`src/sv/assert_macros.svh`:
```
// Assertion macros for the top-level RTL file of the pixel converter.
// No dependencies; include by bare file name.
`ifndef ASSERT_MACROS_SVH
`define ASSERT_MACROS_SVH

// Property checked at every rising clock edge outside reset.
`define ASSERT_CLK(lbl, clk, rst_n, prop, msg) \
    lbl: assert property (@(posedge clk) disable iff (!(rst_n)) (prop)) else $error(msg);

// Condition that must never be true outside reset.
`define ASSERT_NEVER(lbl, clk, rst_n, expr, msg) \
    lbl: assert property (@(posedge clk) disable iff (!(rst_n)) !(expr)) else $error(msg);

`endif

```
`src/sv/byc_pkg.sv`:
```
// Shared types, widths and coefficients of the BGR to YCbCr 4:2:0 converter.
// No dependencies.
package byc_pkg;

    localparam int MAX_WIDTH_DEF = 4096;
    localparam int MAX_HEIGHT    = 16384;

    localparam int CH_W         = 8;
    localparam int PIX_W        = 3 * CH_W;
    localparam int ROW_W        = 14;
    localparam int COL_OUT_W    = 12;
    localparam int SRC_WIDTH_W  = 13;
    localparam int SRC_HEIGHT_W = 15;
    localparam int CFG_W        = 15;
    localparam int CFG_IDX_W    = 2;

    localparam logic [SRC_WIDTH_W-1:0]  RST_SRC_WIDTH  = SRC_WIDTH_W'(640);
    localparam logic [SRC_HEIGHT_W-1:0] RST_SRC_HEIGHT = SRC_HEIGHT_W'(480);

    localparam logic [CFG_IDX_W-1:0] CFG_SRC_WIDTH  = CFG_IDX_W'(0);
    localparam logic [CFG_IDX_W-1:0] CFG_SRC_HEIGHT = CFG_IDX_W'(1);

    // 10-bit fixed-point BT.601 full-range coefficients
    localparam int FRAC_BITS  = 10;
    localparam int PROD_W     = 19;
    localparam int COEF_Y_R   = 306;
    localparam int COEF_Y_G   = 601;
    localparam int COEF_Y_B   = 117;
    localparam int COEF_CB_R  = 173;
    localparam int COEF_CB_G  = 339;
    localparam int COEF_CB_B  = 512;
    localparam int COEF_CR_R  = 512;
    localparam int COEF_CR_G  = 429;
    localparam int COEF_CR_B  = 83;
    localparam int CHROMA_OFS = 128;

    typedef struct packed {
        logic [CH_W-1:0] red;
        logic [CH_W-1:0] green;
        logic [CH_W-1:0] blue;
    } t_bgr;

    typedef enum logic [1:0] {
        PLANE_Y  = 2'd0,
        PLANE_CB = 2'd1,
        PLANE_CR = 2'd2
    } t_plane;

endpackage

```
`src/sv/byc_csc.sv`:
```
// Color space conversion: luma of one pixel, Cb and Cr of a block average.
// Depends on byc_pkg.
module byc_csc (
    input  byc_pkg::t_bgr               i_pix,
    input  byc_pkg::t_bgr               i_avg,
    output logic [byc_pkg::CH_W-1:0]    o_y,
    output logic [byc_pkg::CH_W-1:0]    o_cb,
    output logic [byc_pkg::CH_W-1:0]    o_cr
);
    import byc_pkg::*;

    localparam logic [PROD_W-1:0] OFS = PROD_W'(CHROMA_OFS << FRAC_BITS);

    logic [PROD_W-1:0] y_sum;
    logic [PROD_W-1:0] cb_pos;
    logic [PROD_W-1:0] cb_neg;
    logic [PROD_W-1:0] cb_sum;
    logic [PROD_W-1:0] cr_pos;
    logic [PROD_W-1:0] cr_neg;
    logic [PROD_W-1:0] cr_sum;
    logic [CH_W-1:0]   cb_q;

    always_comb begin
        y_sum = PROD_W'(COEF_Y_R) * PROD_W'(i_pix.red)
              + PROD_W'(COEF_Y_G) * PROD_W'(i_pix.green)
              + PROD_W'(COEF_Y_B) * PROD_W'(i_pix.blue);

        // both sums stay positive and below 2^18 over the whole input range
        cb_pos = PROD_W'(COEF_CB_R) * PROD_W'(i_avg.red)
               + PROD_W'(COEF_CB_G) * PROD_W'(i_avg.green) + OFS;
        cb_neg = PROD_W'(COEF_CB_B) * PROD_W'(i_avg.blue);
        cb_sum = cb_pos - cb_neg;

        cr_pos = PROD_W'(COEF_CR_R) * PROD_W'(i_avg.red) + OFS;
        cr_neg = PROD_W'(COEF_CR_G) * PROD_W'(i_avg.green)
               + PROD_W'(COEF_CR_B) * PROD_W'(i_avg.blue);
        cr_sum = cr_pos - cr_neg;

        cb_q = cb_sum[FRAC_BITS+CH_W-1:FRAC_BITS];
    end

    assign o_y  = y_sum[FRAC_BITS+CH_W-1:FRAC_BITS];
    // 256 - q, with 256 saturating to 255
    assign o_cb = (cb_q == '0) ? '1 : (CH_W'(0) - cb_q);
    assign o_cr = cr_sum[FRAC_BITS+CH_W-1:FRAC_BITS];

endmodule

```
`config.mk`:
```
export PLATFORM = sky130hd
export DESIGN_NAME = byc_csc
export DESIGN_NICKNAME = d
export VERILOG_FILES = /design/src/sv/assert_macros.svh /design/src/sv/byc_pkg.sv /design/src/sv/byc_csc.sv
export SDC_FILE = /design/constraint.sdc
export NUM_CORES = 1
export LEC_CHECK = 0
export BUFFER_PORTS_ARGS = -buffer_cell sky130_fd_sc_hd__buf_2
export CAP_MARGIN = 30
export CORE_MARGIN = 5
export CORE_UTILIZATION = 30
export DETAILED_ROUTE_END_ITERATION = 10
export SETUP_SLACK_MARGIN = 0.05
export SLEW_MARGIN = 30
export SYNTH_ARGS = -nofsm -noshare
export SYNTH_HDL_FRONTEND = slang
export SYNTH_SLANG_ARGS = --single-unit
```
`constraint.sdc`:
```
create_clock -name vclk -period 26.8
set_input_delay 5.36 -clock vclk [all_inputs]
set_output_delay 5.36 -clock vclk [all_outputs]
set_load 0.02 [all_outputs]
```
Word-level counts from Yosys, hierarchy flattened
Index checks and enable logic that the tools add are counted.
Widths: inputs -> output; s select.
- register bits: 0
- input bits: 48
- output and inout bits: 24
- logic and storage cells: 18
- add/sub/neg operators: 9
- multiply operators: 7
- muxes and demuxes: 1
- reductions and logical operators: 1
- operators by type and width (kind ; count):
    $mul 9x8->17 const A ; 2
    $mul 8x8->16 const A ; 2
    $mul 7x8->15 const A ; 2
    $add 16x17->18 ; 1
    $add 17x15->18 ; 1
    $add 17x18->18 ; 1
    $add 17x18->18 const B ; 1
    $add 18x15->18 ; 1
    $add 18x18->18 const B ; 1
    $mul 10x8->18 const A ; 1
    $sub 18x17->18 ; 1
    $sub 18x18->18 ; 1
    $logic_not 8->1 ; 1
    $mux 8 ; 1
    $sub 1x8->8 const A ; 1

Longest topological paths before layout
- word-level depth: 6
- depth in mapped cells: 27
- gate-level depth less buffers: 27

Worst setup path before layout
Ideal clock, no wire load.
- kind: input -> output
- start point: input i_avg[11] in the netlist's numbering
- end point: output o_cb[7] in the netlist's numbering
- arrival time: 10639 ps
- data required time: 21440 ps
- slack: 10801 ps
- cell stages on the path: 19
- buffers on the path: 0
- cells stage by stage: ha_1 > inv_1 > fa_1 > fa_1 > inv_1 > fa_1 > fa_1 > inv_1 > fa_1 > inv_1 > ha_1 > and3_4 > o2bb2ai_2 > a21o_1 > or4_4 > a31oi_4 > xor2_2 > nand3_1 > mux2i_1
- longest elaborated chain between the ends: 6
- elaborated cells between the ends (all ways): 7
- those cells by class: add/sub (4); mul (1); mux (1); reduce/logical (1)
- ends and longest elaborated chain (element ; line ; source):
    start, declared ; byc_csc.sv:5 ; input byc_pkg::t_bgr i_avg,
    $mul 9x8->17 (*) ; byc_csc.sv:30 ; + PROD_W'(COEF_CB_G) * PROD_W'(i_avg.green) + OFS;
    $add 16x17->18 (*) ; byc_csc.sv:30 ;
    $add 18x18->18 (*) ; byc_csc.sv:30 ;
    $sub 18x17->18 (*) ; byc_csc.sv:32 ; cb_sum = cb_pos - cb_neg;
    $sub 1x8->8 / $logic_not 8->1 (equally long branches) ; byc_csc.sv:44 ; assign o_cb = (cb_q == '0) ? '1 : (CH_W'(0) - cb_q);
    $mux 8 (*) ; byc_csc.sv:44 ;
    end, declared ; byc_csc.sv:7 ; output logic [byc_pkg::CH_W-1:0] o_cb,
Every way passes the cells marked *; elsewhere a longest branch is shown, timed or not.

Worst setup path in the final report
- start point: input i_pix[18] in the netlist's numbering
- end point: output o_y[7] in the netlist's numbering
- longest elaborated chain between the ends: 3
- ends and longest elaborated chain (element ; line ; source):
    start, declared ; byc_csc.sv:4 ; input byc_pkg::t_bgr i_pix,
    $mul 8x8->16 ; byc_csc.sv:24 ; y_sum = PROD_W'(COEF_Y_R) * PROD_W'(i_pix.red)
    $add 17x18->18 ; byc_csc.sv:25 ; + PROD_W'(COEF_Y_G) * PROD_W'(i_pix.green)
    $add 18x15->18 ; byc_csc.sv:26 ; + PROD_W'(COEF_Y_B) * PROD_W'(i_pix.blue);
    end, declared ; byc_csc.sv:6 ; output logic [byc_pkg::CH_W-1:0] o_y,
Every way passes these cells.

==> reports/qor.yml <==
pre_cts_slack_ns: 10.26
areaGrowthSynthToFinish_pct: 8.91
cts_resized: 0
yosys.area.top_type_share: 0.377
fmax_mhz: 60.7
post_drt_wl_per_cell_microns: 12.6
port_buffers: 72
vias: 6452
drc_errors: 0
die_h_microns: 189
setup_viol: 0
hpwl_microns: 18000
vias_per_cell: 4.35
yosys_warnings: 0
synth_area_sq_mm: 0.00966
outcome: "finished, final reports clean"
drive_gt1_frac: 0.0843
fin_nets: 1577
yosysSeqAreaShare: 0
grt_pass1_wl_microns: 32700
maxCapViolations: 0
clkbuf_count: 0
timing.hold.ws_ns: 11.32
hold_buffers: 0
ant_nets: 0
ios: 72
first_iter_violations: 182
critical_path.endpoint_type: "primary output"
synth_fp_nets: 1504
num_rows: 65
crit_fanout: 4
core_sq_mm: 0.0317
antenna_found_initial: 1
worst_pin_slew_ns: 0.411
dieArea_sq_mm: 0.0359
hold_path.class: "in2out"
cp_data_arrival_time_ns: 11.10
grt_max_degree: 12
period_minus_slack_ns: 16.46
fin_crit_sh: 0.614
grt_pass1_vias: 6876
grt_use_total: 0.109
grt-ovfl-total: 0
seq_cell_count: 0
postSynthAreaPerCell_sq_um: 9.59
ys_types: 57
drt-total-wl_microns: 18700
die_width_microns: 189
slew-limit-headroom: 0.722
startpoint_type: "input pin"
drt_pass1_iterations: 6
hold_viol: 0
regArea_sq_um: 0
setup_tns_ns: 0
worst_slack_ns: 10.34
ys_top_cells_by_area: "fa_1 38%, ha_1 34%, inv_1 14%"
worstSetupPathType: "in2out"
rsz0062_at_grt: "no"
cts_setup_buffers: 0
start_util: 0.305
synth_cells: 1008
synth_top_area_cell: "fa_1"
required_ns: 21.44
slew_violations: 0
gp_congestion: 0.853
layout by cell type, fill, tap and decap left out, drive strengths merged, types with 2 or more instances in the layout:
master / synthesis / routed
inv: 357 / 357
ha: 266 / 266
fa: 182 / 182
buf: 1 / 72
nor2: 27 / 27
a21oi: 23 / 23
nand2: 22 / 22
xnor2: 18 / 18
xor2: 14 / 14
o21ai: 13 / 13
nor3: 8 / 8
o21a: 7 / 7
nand3: 7 / 7
a21o: 6 / 6
nand2b: 6 / 6
nand4b: 4 / 4
nand4: 3 / 3
mux2: 3 / 3
and3: 3 / 3
or4: 3 / 3
or3: 2 / 2
nor2b: 2 / 2
a21boi: 2 / 2
or2: 2 / 2
mux2i: 2 / 2
o211a: 2 / 2
per-stage QoR:
step	util	instances	cell area (sq um)
3_3_place_gp	0.332	1481	10500
2_1_floorplan	-	1008	9660
6_report	0.332	1482	10500
5_1_grt	0.332	1481	10500
3_5_place_dp	0.332	1481	10500
4_1_cts	0.332	1481	10500
worst paths after layout:
kind                  cells past startpoint  endpoint  slack, ns  startpoint
worst max-delay path                     27    o_y[7]      10.34   i_pix[18]
worst min-delay path                      4   o_cr[7]      11.32   i_avg[23]
kinds of logic after synthesis:
logic type                 synth area share
AOI/OAI and AO/OA                    0.0544
xor gates and xnor gates             0.0298
adders and majority gates             0.722
buffers and inverters                 0.139
muxes                               0.00557
and+or+nand+nor                      0.0495
cells in the mapped netlist (all sizes together), types with 3 or more instances:
library cell / n
nand2b: 6
xor2: 14
nor3: 8
inv: 357
ha: 266
xnor2: 18
nand2: 22
or4: 3
nand4b: 4
a21oi: 23
a21o: 6
fa: 182
mux2: 3
o21ai: 13
nor2: 27
o21a: 7
nand3: 7
nand4: 3
and3: 3
area by class of cell:
class	count	area, sq um
Timing Repair Buffer	72	360
Antenna cell	1	2.50
Tap cell	402	503
Multi-Input combinational cell	650	8320
Inverter	357	1340
Fill cell	3326	21200
layer usage:
layer  part of all wire  track usage
met4            0.00011            0
met3              0.031      0.00572
met1               0.47        0.150
met5            0.00037            0
met2               0.50        0.202
worst max-delay path: stages:
cell and delay (ns):
buf_2 0.13, ha_1 0.29, ha_1 0.27, inv_1 0.04
fa_1 0.42, inv_1 0.07, ha_1 0.18, inv_1 0.08
fa_1 0.45, nor2b_1 0.13, o21ai_1 0.08, a21boi_1 0.20
o21ai_1 0.10, a21boi_1 0.21, nor2_1 0.09, ha_1 0.27
inv_1 0.05, fa_1 0.51, fa_1 0.50, inv_1 0.04
ha_1 0.19, or3_1 0.39, o21a_1 0.20, a211o_1 0.31
a21oi_1 0.19, xnor2_1 0.16, buf_2 0.20
Power is left out: the tool's default activity adds up to more than one toggle a clock period on the data nets, which glitch-free logic cannot reach.
