[config.mk]
export PLATFORM = sky130hd
export DESIGN_NAME = byc_ram
export DESIGN_NICKNAME = d
export VERILOG_FILES = /design/src/sv/assert_macros.svh /design/src/sv/byc_ram.sv
export SDC_FILE = /design/constraint.sdc
export NUM_CORES = 1
export LEC_CHECK = 0
export ABC_CLOCK_PERIOD_IN_PS = 4500
export BUFFER_PORTS_ARGS = -buffer_cell sky130_fd_sc_hd__buf_2
export CAP_MARGIN = 0
export CORE_ASPECT_RATIO = 0.8
export CORE_MARGIN = 8
export CORE_UTILIZATION = 65
export DETAILED_ROUTE_END_ITERATION = 10
export PLACE_DENSITY = 0.84
export RECOVER_POWER = 25
export SLEW_MARGIN = 20
export SYNTH_ARGS = -nofsm -noshare
export SYNTH_HDL_FRONTEND = slang
export SYNTH_SLANG_ARGS = --single-unit
[constraint.sdc]
create_clock -name i_clk -period 4.5 [get_ports i_clk]
set_input_delay 0.675 -clock i_clk [delete_from_list [all_inputs] [get_ports i_clk]]
set_output_delay 0.675 -clock i_clk [all_outputs]
set_load 0.02 [all_outputs]
[src/sv/assert_macros.svh]
// Assertion macros for the top-level RTL file of the pixel converter.
// No dependencies; include by bare file name.
`ifndef ASSERT_MACROS_SVH
`define ASSERT_MACROS_SVH

// Property checked at every rising clock edge outside reset.
`define ASSERT_CLK(lbl, clk, rst_n, prop, msg) \
    lbl: assert property (@(posedge clk) disable iff (!(rst_n)) (prop)) else $error(msg);

// Condition that must never be true outside reset.
`define ASSERT_NEVER(lbl, clk, rst_n, expr, msg) \
    lbl: assert property (@(posedge clk) disable iff (!(rst_n)) !(expr)) else $error(msg);

`endif

[src/sv/byc_ram.sv]
// Generic simple dual-port RAM: one write port, one read port, registered read.
// No dependencies.
module byc_ram #(
    parameter int WIDTH = 8,
    parameter int DEPTH = 16,
    localparam int AW   = (DEPTH > 1) ? $clog2(DEPTH) : 1
) (
    input  logic             i_clk,
    input  logic             i_we,
    input  logic [AW-1:0]    i_waddr,
    input  logic [WIDTH-1:0] i_wdata,
    input  logic             i_re,
    input  logic [AW-1:0]    i_raddr,
    output logic [WIDTH-1:0] o_rdata
);

    logic [WIDTH-1:0] r_mem [DEPTH];
    logic [WIDTH-1:0] r_rdata;

    always_ff @(posedge i_clk) begin
        if (i_we) begin
            r_mem[i_waddr] <= i_wdata;
        end
        if (i_re) begin
            r_rdata <= r_mem[i_raddr];
        end
    end

    assign o_rdata = r_rdata;

endmodule

# Yosys cells after proc, flatten, opt, wreduce, memory -nomap -nowiden
# Memory sizes are Yosys's and may differ from the RTL's. A register that Yosys moved wholly into a read port is not among the register bits.
# Index checks and enable logic that the tools add are counted.
# W data, S select, Z words.
word_totals:
  wordCells: 3
  ram_bits: 128
  output_inout_bits: 8
  input_bits: 19
  n_memories: 1
  ff_bits: 0
memory_table:
  columns: ["name", "depth", "width", "read_ports", "rd_ports_with_merged_regs", "wr", "line", "rtl"]
  rows:
  - ["r_mem", 16, 8, 1, 1, 1, "byc_ram.sv:17", "logic [WIDTH-1:0] r_mem [DEPTH];"]
classes:
  n_mux: 2
op_table:
  columns: ["cell", "n"]
  rows:
  - ["$mux W1", 2]

# Logic depth before layout (Yosys ltp)
# Gate-level depths: netlist (run 1).
depth:
  ltp_word: 2
  depth_mapped: 5
  mapped_depth_nobuf: 3

# Worst setup path before layout (run 1)
# OpenSTA, ideal clock, no wires.
synth_path:
  kind: "input to register"
  startpoint: "input i_waddr[2]"
  endpoint: "memory r_mem[0][0], enable pin"
  arrival_ns: 1.785
  setup_slack_ns: 2.332
  t_required_ns: 4.117
  n_path_buf: 0
  cell_stages: 2
  cell_sequence: "or3b_2 nor3_1"
synth_lines:
  columns: ["element", "line", "rtl"]
  rows:
  - ["from (decl)", "byc_ram.sv:10", "input logic [AW-1:0] i_waddr,"]
  - ["to (decl)", "byc_ram.sv:17", null]
# No word-level cell before the write port.

==> results of run 1 <==
Yosys cell counts:
library cell	count	area, sq um
a22oi_1	16	120
and2_1	1	6.26
and2b_1	1	7.51
buf_2	3	15.0
buf_4	1	7.51
buf_6	3	33.8
clkdlybuf4s25_2	3	30.0
edfxtp_1	136	4080
mux4_1	14	368
mux4_2	18	405
nand2_1	9	33.8
nand2b_1	2	12.5
nand3_1	1	5.00
nand3b_1	2	15.0
nor2_1	13	48.8
nor2b_1	1	6.26
nor3_1	4	20.0
or3b_2	1	8.76
power by group through the flow:
stage	registers [mW]	logic [mW]	clock network [mW]
2_1_floorplan	1.47	0.0720	0
3_3_place_gp	1.46	0.125	0
3_5_place_dp	1.46	0.130	0
4_1_cts	1.44	0.132	1.40
5_1_grt	1.44	0.139	1.45
6_report	1.44	0.130	1.39
cell families (layout without fill, tap and decap cells):
logic type	count (synthesis)	after routing	share of synthesized area (%)
AO/OA/AOI/OAI	16	16	2.30
flip-flops	136	136	78.1
multiplexers	32	32	14.8
AND/OR/NAND/NOR	35	35	3.14
buffers and inverters	10	62	1.65
final timing paths:
kind	cells after the start	startpoint	end
worst max-delay path	4	i_raddr[0]	o_rdata[5]
worst min-delay path	1	i_re	o_rdata[4]
worst max register to register	3	r_mem[10][5]	o_rdata[5]
worst min register to register	3	r_mem[5][7]	o_rdata[7]
state kept, by name, summed over array words and instances (netlist names):
name,flops
o_rdata,8
r_mem,128
worst max-delay path, cell delays in order:
cell     delay [ps]
buf_2           750
mux4_1          660
a22oi_1         280
nand2_1         140
cell type report:
cell class | count | area, sq um
timing repair buffer | 30 | 154
multi-input combinational | 83 | 1060
sequential | 136 | 4080
tap | 108 | 135
clock buffer | 19 | 422
clock inverter | 13 | 179
fill | 420 | 1840
layer usage:
layer	up-vias	GRT usage, %	share of wire [%]	wire length [um]
met5	-	0	0	0
met4	0	9.69	1.7	179
met3	16	6.08	9.1	942
met2	139	32.0	50	5160
met1	1237	26.7	39	4060
li1	1059	-	-	-
==> results.md, run 1 <==
- Die height: 96.2 um
- WL final: slightly above 10 mm
- R2r setup slk: 2950 ps
- Slew Limit Fails: 0
- DRT antenna net count: 0
- CP Data Arrival Time: ~2500 ps
- Layout area overhead: 15.4%
- Clk_skew: a little under 10 ps
- Switch share: roughly a fifth
- Post-synthesis sequential area ratio: about 78%
- Most frequent cells in the layout: edfxtp_1 (136), buf_2 (21), mux4_2 (18)
- Initial DRT Pass Iterations: 4
- Core Rows: 29
- Placed instance count: around 360
- Core area: roughly 0.0079 sq mm
- # diodes: 0
- Highest clock rate: 437 MHz
- Final Hold Vio Count: 0
- Final worst setup slack: 2210 ps
- Final Cycle Share: between 50% and 60%
- CP Capture Type: flip-flop
- Syn Std Cell Area: 0.00523 sq mm
- Hold Buf Count CTS: 0
- Worst setup SP type: input pin
- Combinational cell fraction of total power: roughly 4.4%
- PortBufs: 26
- Initial Utilization: between 60 and 70%
- Non-Filler Instances: around 390
- Yosys cell types: 18
- GP Congestion: between 0.7 and 0.8
- DP HPWL: just over 6 mm
- Starting DRC count in detailed routing: between 150 and 200
- Tightest Hold Check Type: in -> reg
- Layout cell share with drive strength beyond 1: between 20% and 30%
- Resized cells post-CTS: 0
- I/O Pins: 27
- Root Driver: clkbuf_8
- Vias/cell: between 6 and 7
- Die ar.: around 0.011 sq mm
- Die span in x: 116 um
- Relative slew slack: 32.2%
- Post-CTS setup buffer count: 0
- CTS tree: done
- CTS Buf Count: 17
- Initial antenna violation count: 0
- Total global routing overflow: 0
- Synth Area per Inst: roughly 23 sq um
- # DRC: 0
- Clk_lat worst skew: ~500 ps
- Crit Path Category: in -> reg
- Post-layout util: around three quarters
- RSZ-0062 raised after global routing: false
- Worst vdd ir: roughly 0.40 mV
- Post-layout minimum cycle time: 2290 ps
- Number of global-route vias before repair: approximately 2.6k
- DP Area: approximately 0.0054 sq mm
- Static Leak: between 2 and 2.5 nW
- WP data required: approximately 4700 ps
- Seq cells post-synth: about 140
- Switching power: between 500 and 600 uW
- Wire length per cell: roughly 27 um
- Leading cell type in the layout, fill and taps excluded: edfxtp_1
- Cell Int Power: roughly 2.4 mW
- Total of max-cap violations: 0
- Final setup violation count: 0
- Clock tree buffer depth: 2
- Mapped Cells: about 230
- Post-route cell area: 0.00603 sq mm
- Outcome: complete, no violations
- Sequential power share: between 40% and 50%
- Synth warnings: 0
- Final nets: approximately 290
- Fin Setup TNS: 0 ps
- CTS clk-pin slew, worst paths: approximately 60 ps
- Hold_ws: ~540 ps
- CP max FO: 32
- Pwr dens: just under 500 mW/mm^2
- Via count: between 2k and 2.5k
- CTS H-Tree Depth: 4
- Pre-CTS setup slack: 1670 ps
- Largest net degree at the start of global routing: 33
- Total power draw: approximately 3.0 mW
- Slew @ Worst Pin: between 1000 and 1500 ps
- # clock sinks: ~140
- GRT Total Usage: between 20 and 25%
- Clk network pwr share: a little under half
- Syn nets: 248
- First-pass GRT wire length: between 15 and 20 mm
Power figures use the tool's default switching activity.
==> run 2, diff against run 1 <==
ABC_AREA = 1   (was unset)
ABC_CLOCK_PERIOD_IN_PS = 2000   (was 4500)
CORE_UTILIZATION = 55   (was 65)
PLACE_DENSITY = 0.75   (was 0.84)
clock period = 2 ns   (was 4.5 ns; I/O delays follow)
==> results.md, run 2 <==
- Worst hold stages: 1
- Layout area overhead: 13.6%
- Post-route cell area: ~0.0066 sq mm
- GRT Max-Usage Layer: met2
- Largest net degree at the start of global routing: 65
- Cell Int Power: between 4 and 5 mW
- WHS Endpoint: r_mem[14][2]
- Combinational cell fraction of total power: 6.3%
- Worst Reg-to-Reg Cells: 6
- Pwr dens: between 900 and 1000 mW/mm^2
- Post-layout util: ~65%
- Ys async rst share: 0%
- Sequential power share: 51.1%
- Fin Setup TNS: 0 ps
- R2r setup slk: 800 ps
- Highest clock rate: ~760 MHz
- Post-synth top flop: edfxtp_1
- Hold Buf Count CTS: 0
- Met1 Track Usage GR: a little over a quarter
- Final nets: between 600 and 700
- Non-Filler Instances: approximately 740
- Syn nets: between 500 and 600
- Clock tree buffer depth: 2
- Layout cell share with drive strength beyond 1: 10.3%
- Core area: slightly above 0.01 sq mm
- RSZ-0062 raised after global routing: false
- Root Driver: clkbuf_16
- CTS clk-pin slew, worst paths: about 50 ps
- Switching power: 1.35 mW
- PortBufs: 26
- Final Hold Vio Count: 0
- Die height: between 100 and 150 um
- Final Cycle Share: between 60% and 70%
- Syn Std Cell Area: about 0.0058 sq mm
- Core Rows: 33
- Post-layout minimum cycle time: between 1000 and 1500 ps
- Clk network pwr share: a little over two fifths
- Leading cell type in the layout, fill and taps excluded: nand2_1
- Relative slew slack: a little under half
- Wire length per cell: 17.8 um
- Initial Utilization: 56.9%
- First-pass GRT wire length: a little over 20 mm
- # DRC: 0
- Switch share: ~21%
- Worst vdd ir: 0.745 mV
- Clk_lat worst skew: slightly above 400 ps
- Via count: 3892
- CTS H-Tree Depth: 4
- Synth Area per Inst: between 10 and 15 sq um
- Grt met3 use: between 6 and 7%
- Most flops, register: r_mem
- Worst setup SP type: input pin
- GP Congestion: approximately 0.8
- Clk_skew: 6.32 ps
- Slew Limit Fails: 0
- Number of flip-flops in the largest register: roughly 130
- DP Area: approximately 0.006 sq mm
- WP data required: between 2000 and 2500 ps
- Die span in x: 131 um
- Number of enable flip-flop cells after synthesis: 136
- DRT antenna net count: 0
- Resized cells post-CTS: 0
- CTS tree: done
- GRT Total Usage: between 15 and 20%
- Placed instance count: approximately 710
- Outcome: complete, no violations
- Number of global-route vias before repair: 3833
- Seq cells post-synth: between 100 and 150
- # diodes: 0
- Synth area leaders: edfxtp_1 (70%), nand2_1 (11%), nand3_1 (8.3%), inv_1 (6.4%), buf_6 (1.2%)
- WL final: between 10 and 15 mm
- Reg-to-reg endpoint: o_rdata[4]
- Mapped Cells: 551
- Tightest Hold Check Type: in -> reg
- Post-synthesis sequential area ratio: 69.8%
- CP Capture Type: flip-flop
- Crit Path Category: in -> reg
- Post-CTS setup buffer count: 0
- DP HPWL: 8.08 mm
- Total of max-cap violations: 0
- Vias/cell: approximately 5.2
- Synth warnings: 0
- I/O Pins: 27
- Top cell type by total area after synthesis: edfxtp_1
- Hold Startpoint: i_wdata[2]
- Initial antenna violation count: 0
- CP Data Arrival Time: about 1500 ps
- Static Leak: around 2.9 nW
- # clock sinks: between 100 and 150
- CP max FO: 25
- Total power draw: 6.33 mW
- Synth top cells by count: nand2_1 (173), edfxtp_1 (136), inv_1 (100)
- CTS Buf Count: 17
- Starting DRC count in detailed routing: roughly 390
- Initial DRT Pass Iterations: 5
- Slew @ Worst Pin: 813 ps
- Total global routing overflow: 0
- Most frequent cell after synthesis: nand2_1
- Met2 usage: about 30%
- Reg2reg start: r_mem[13][4]
- Most frequent cells in the layout: nand2_1 (173), edfxtp_1 (136), inv_1 (100)
- Synth top area share: between 60% and 70%
- Die ar.: between 0.01 and 0.015 sq mm
- Yosys cell types: 11
- Final setup violation count: 0
-- run 2: cell count changes after synthesis, moves of 2 or more --
cell             delta
nand2_1           +164
inv_1             +100
nor2_1              +4
clkdlybuf4s25_2     -3
mux4_2             -18
buf_2              +10
buf_6               +3
nor3_1              -4
nand2b_1            -2
a22oi_1            -16
mux4_1             -14
inv_2               +2
nand3_1            +96
buf_4               +3
-- run 2: cell families after synthesis --
logic type,after synthesis,synth area share [%]
DFF,136,69.8
and+or+nand+nor,289,20.8
buffers and inverters,126,9.39
-- run 2: worst max-delay path by stage --
stage | startpoint | to | slack, ps | depth (start not counted)
after global placement | i_raddr[0] | o_rdata[3] | 310 | 7
after global routing | i_raddr[0] | o_rdata[4] | 590 | 7
after detailed placement | i_raddr[0] | o_rdata[4] | 290 | 7
final | i_raddr[0] | o_rdata[4] | 680 | 7
after floorplan | i_waddr[2] | r_mem[10][0] | 750 | 2
after CTS | o_rdata[6] | o_rdata[6] | 680 | 1
-- run 2: critical path: stages --
cell and delay, ps:
buf_2 240, buf_4 330, nand2_1 90, nand3_1 100, nand3_1 190, nand3_1 160
nand2_1 60
-- run 2: layout make-up --
class / instances / area [sq um]
Inverter: 102 / 383
Timing Repair Buffer: 46 / 287
Tap cell: 140 / 175
Multi-Input combinational cell: 289 / 1210
Clock inverter: 9 / 61.3
Sequential cell: 136 / 4080
Clock buffer: 20 / 437
Fill cell: 794 / 3640
-- run 2: per-stage QoR --
step | hold slack [ps] | setup slack [ps]
2_1_floorplan | 399 | 749
3_3_place_gp | 671 | 312
3_5_place_dp | 678 | 288
4_1_cts | 254 | 684
5_1_grt | 331 | 590
6_report | 341 | 676
-- run 2: power groups by stage --
stage	clock (mW)	combinational, mW	sequential [mW]
2_1_floorplan	0	0.225	3.30
3_3_place_gp	0	0.387	3.29
3_5_place_dp	0	0.397	3.29
4_1_cts	2.71	0.400	3.23
5_1_grt	2.84	0.443	3.24
6_report	2.70	0.399	3.23
-- run 2: layer usage --
layer	vias up	part of all wire, %
li1	1861	-
met1	1863	46
met2	153	45
met3	15	7.5
met4	0	1.0
met5	-	0
==> run 3, diff against run 2 <==
ABC_CLOCK_PERIOD_IN_PS = 1350   (was 2000)
CORE_UTILIZATION = 61   (was 55)
PLACE_DENSITY = 0.79   (was 0.75)
clock period = 1.35 ns   (was 2 ns; I/O delays follow)
==> results.md, run 3 (same netlist as run 2, synthesis figures left out) <==
- Outcome: complete, no violations
- Final nets: 617
- Most flops, register: r_mem
- Clk_lat worst skew: 420 ps
- Hold_ws: 231 ps
- CTS Buf Count: 17
- WP data required: ~1200 ps
- Number of global-route vias before repair: 3925
- Post-CTS setup buffer count: 0
- CP Buf/Inv Count: 1
- Final Cycle Share: between 90% and 100%
- Worst vdd ir: between 1 and 1.5 mV
- Slowest library cell on the worst path: edfxtp_1
- Die ar.: roughly 0.013 sq mm
- Root Driver: clkbuf_16
- Most frequent cells in the layout: nand2_1 (173), edfxtp_1 (136), inv_1 (100)
- Multi-input logic area: around 0.0012 sq mm
- Post-layout minimum cycle time: roughly 1200 ps
- Number of flip-flops in the largest register: between 100 and 150
- Total global routing overflow: 0
- Via count: 4040
- Tightest Hold Check Type: in -> reg
- Static Leak: slightly below 3 nW
- CP cell instances: buf_2
- RSZ-0062 raised after global routing: false
- Die height: between 100 and 150 um
- Slew Limit Fails: 0
- Initial Utilization: around three fifths
- Crit Path Category: reg -> out
- DRT antenna net count: 0
- Resized cells post-CTS: 0
- Die span in x: 125 um
- CTS clk-pin slew, worst paths: approximately 60 ps
- DP HPWL: about 8.4 mm
- Wire length per cell: ~19 um
- CP delay by family, top: flip-flops
- GP Congestion: between 0.8 and 0.9
- Reg area: between 0.004 and 0.005 sq mm
- PortBufs: 26
- Layout cell share with drive strength beyond 1: between 10% and 20%
- Pwr dens: approximately 1400 mW/mm^2
- Slew @ Worst Pin: roughly 840 ps
- Largest net degree at the start of global routing: 43
- CTS H-Tree Depth: 4
- Relative slew slack: between 40% and 50%
- Leading cell type in the layout, fill and taps excluded: nand2_1
- Hold Buf Count CTS: 0
- Critical path's largest stage delay: 420 ps
- Initial antenna violation count: 0
- Clk_skew: between 7 and 8 ps
- Starting DRC count in detailed routing: between 500 and 600
- Total of max-cap violations: 0
- CTS tree: done
- Layout area overhead: 15.4%
- GRT Total Usage: 21.6%
- Initial DRT Pass Iterations: 5
- Core Rows: 32
- I/O Pins: 27
- # diodes: 0
- Core area: about 0.0095 sq mm
- Final setup violation count: 0
- CP max FO: 1
- Clock tree buffer depth: 2
- Vias/cell: about 5.5
- Total power draw: approximately 9.8 mW
- Final Hold Vio Count: 0
- WL final: between 10 and 15 mm
- # DRC: 0
- Post-layout util: roughly 71%
- Worst setup SP type: flip-flop
- Highest clock rate: approximately 810 MHz
- CP Data Arrival Time: 1030 ps
- CP Capture Type: output pin
- First-pass GRT wire length: approximately 21 mm
- FILL cells: 667
- # clock sinks: 136
## run 3: through the flow
step | cells | area (sq um) | setup TNS (ps) | setup slack [ps]
finish | 730 | 6750 | 0 | 122
global route | 730 | 6750 | 0 | 97.7
CTS | 730 | 6760 | 0 | 119
detailed placement | 698 | 6190 | -69.1 | -37.4
global placement | 698 | 6190 | -43.1 | -29.4
floorplan | 551 | 5850 | 0 | 197
## run 3: layer usage
| metal | up-vias | part of all wire [%] | track usage [%] |
|---|---|---|---|
| met5 | - | 0 | 0 |
| met4 | 0 | 1.9 | 7.63 |
| met3 | 28 | 10 | 6.56 |
| met2 | 237 | 44 | 31.3 |
| met1 | 1900 | 43 | 30.2 |
| li1 | 1875 | - | - |
## run 3: worst reg2reg max path, cell delays in order, from the launching register on
cell and delay (ps):
edfxtp_1 370, inv_1 80, nand2_1 60, nand3_1 90, nand3_1 100, nand3_1 130
nand2_1 70
## run 3: area by class of cell
cell class	count	area share, %
flip-flops and latches	136	60.5
well taps	119	2.21
clock buffers	18	6.36
inverters	102	5.67
clock inverters	14	1.98
repair buffers	52	5.28
multi-input cells	289	18.0
## run 3: path summary, 6_finish.rpt
kind	from	endpoint	slack, ps	cells after the start
max	o_rdata[3]	o_rdata[3]	120	1
min	i_wdata[0]	r_mem[1][0]	230	1
max reg2reg	r_mem[9][2]	o_rdata[2]	200	6
min reg2reg	r_mem[10][3]	o_rdata[3]	740	6
## run 3: where the power goes
group | switching (mW) | internal (mW)
registers | 0.0314 | 4.76
clock network | 1.69 | 2.68
logic | 0.432 | 0.180
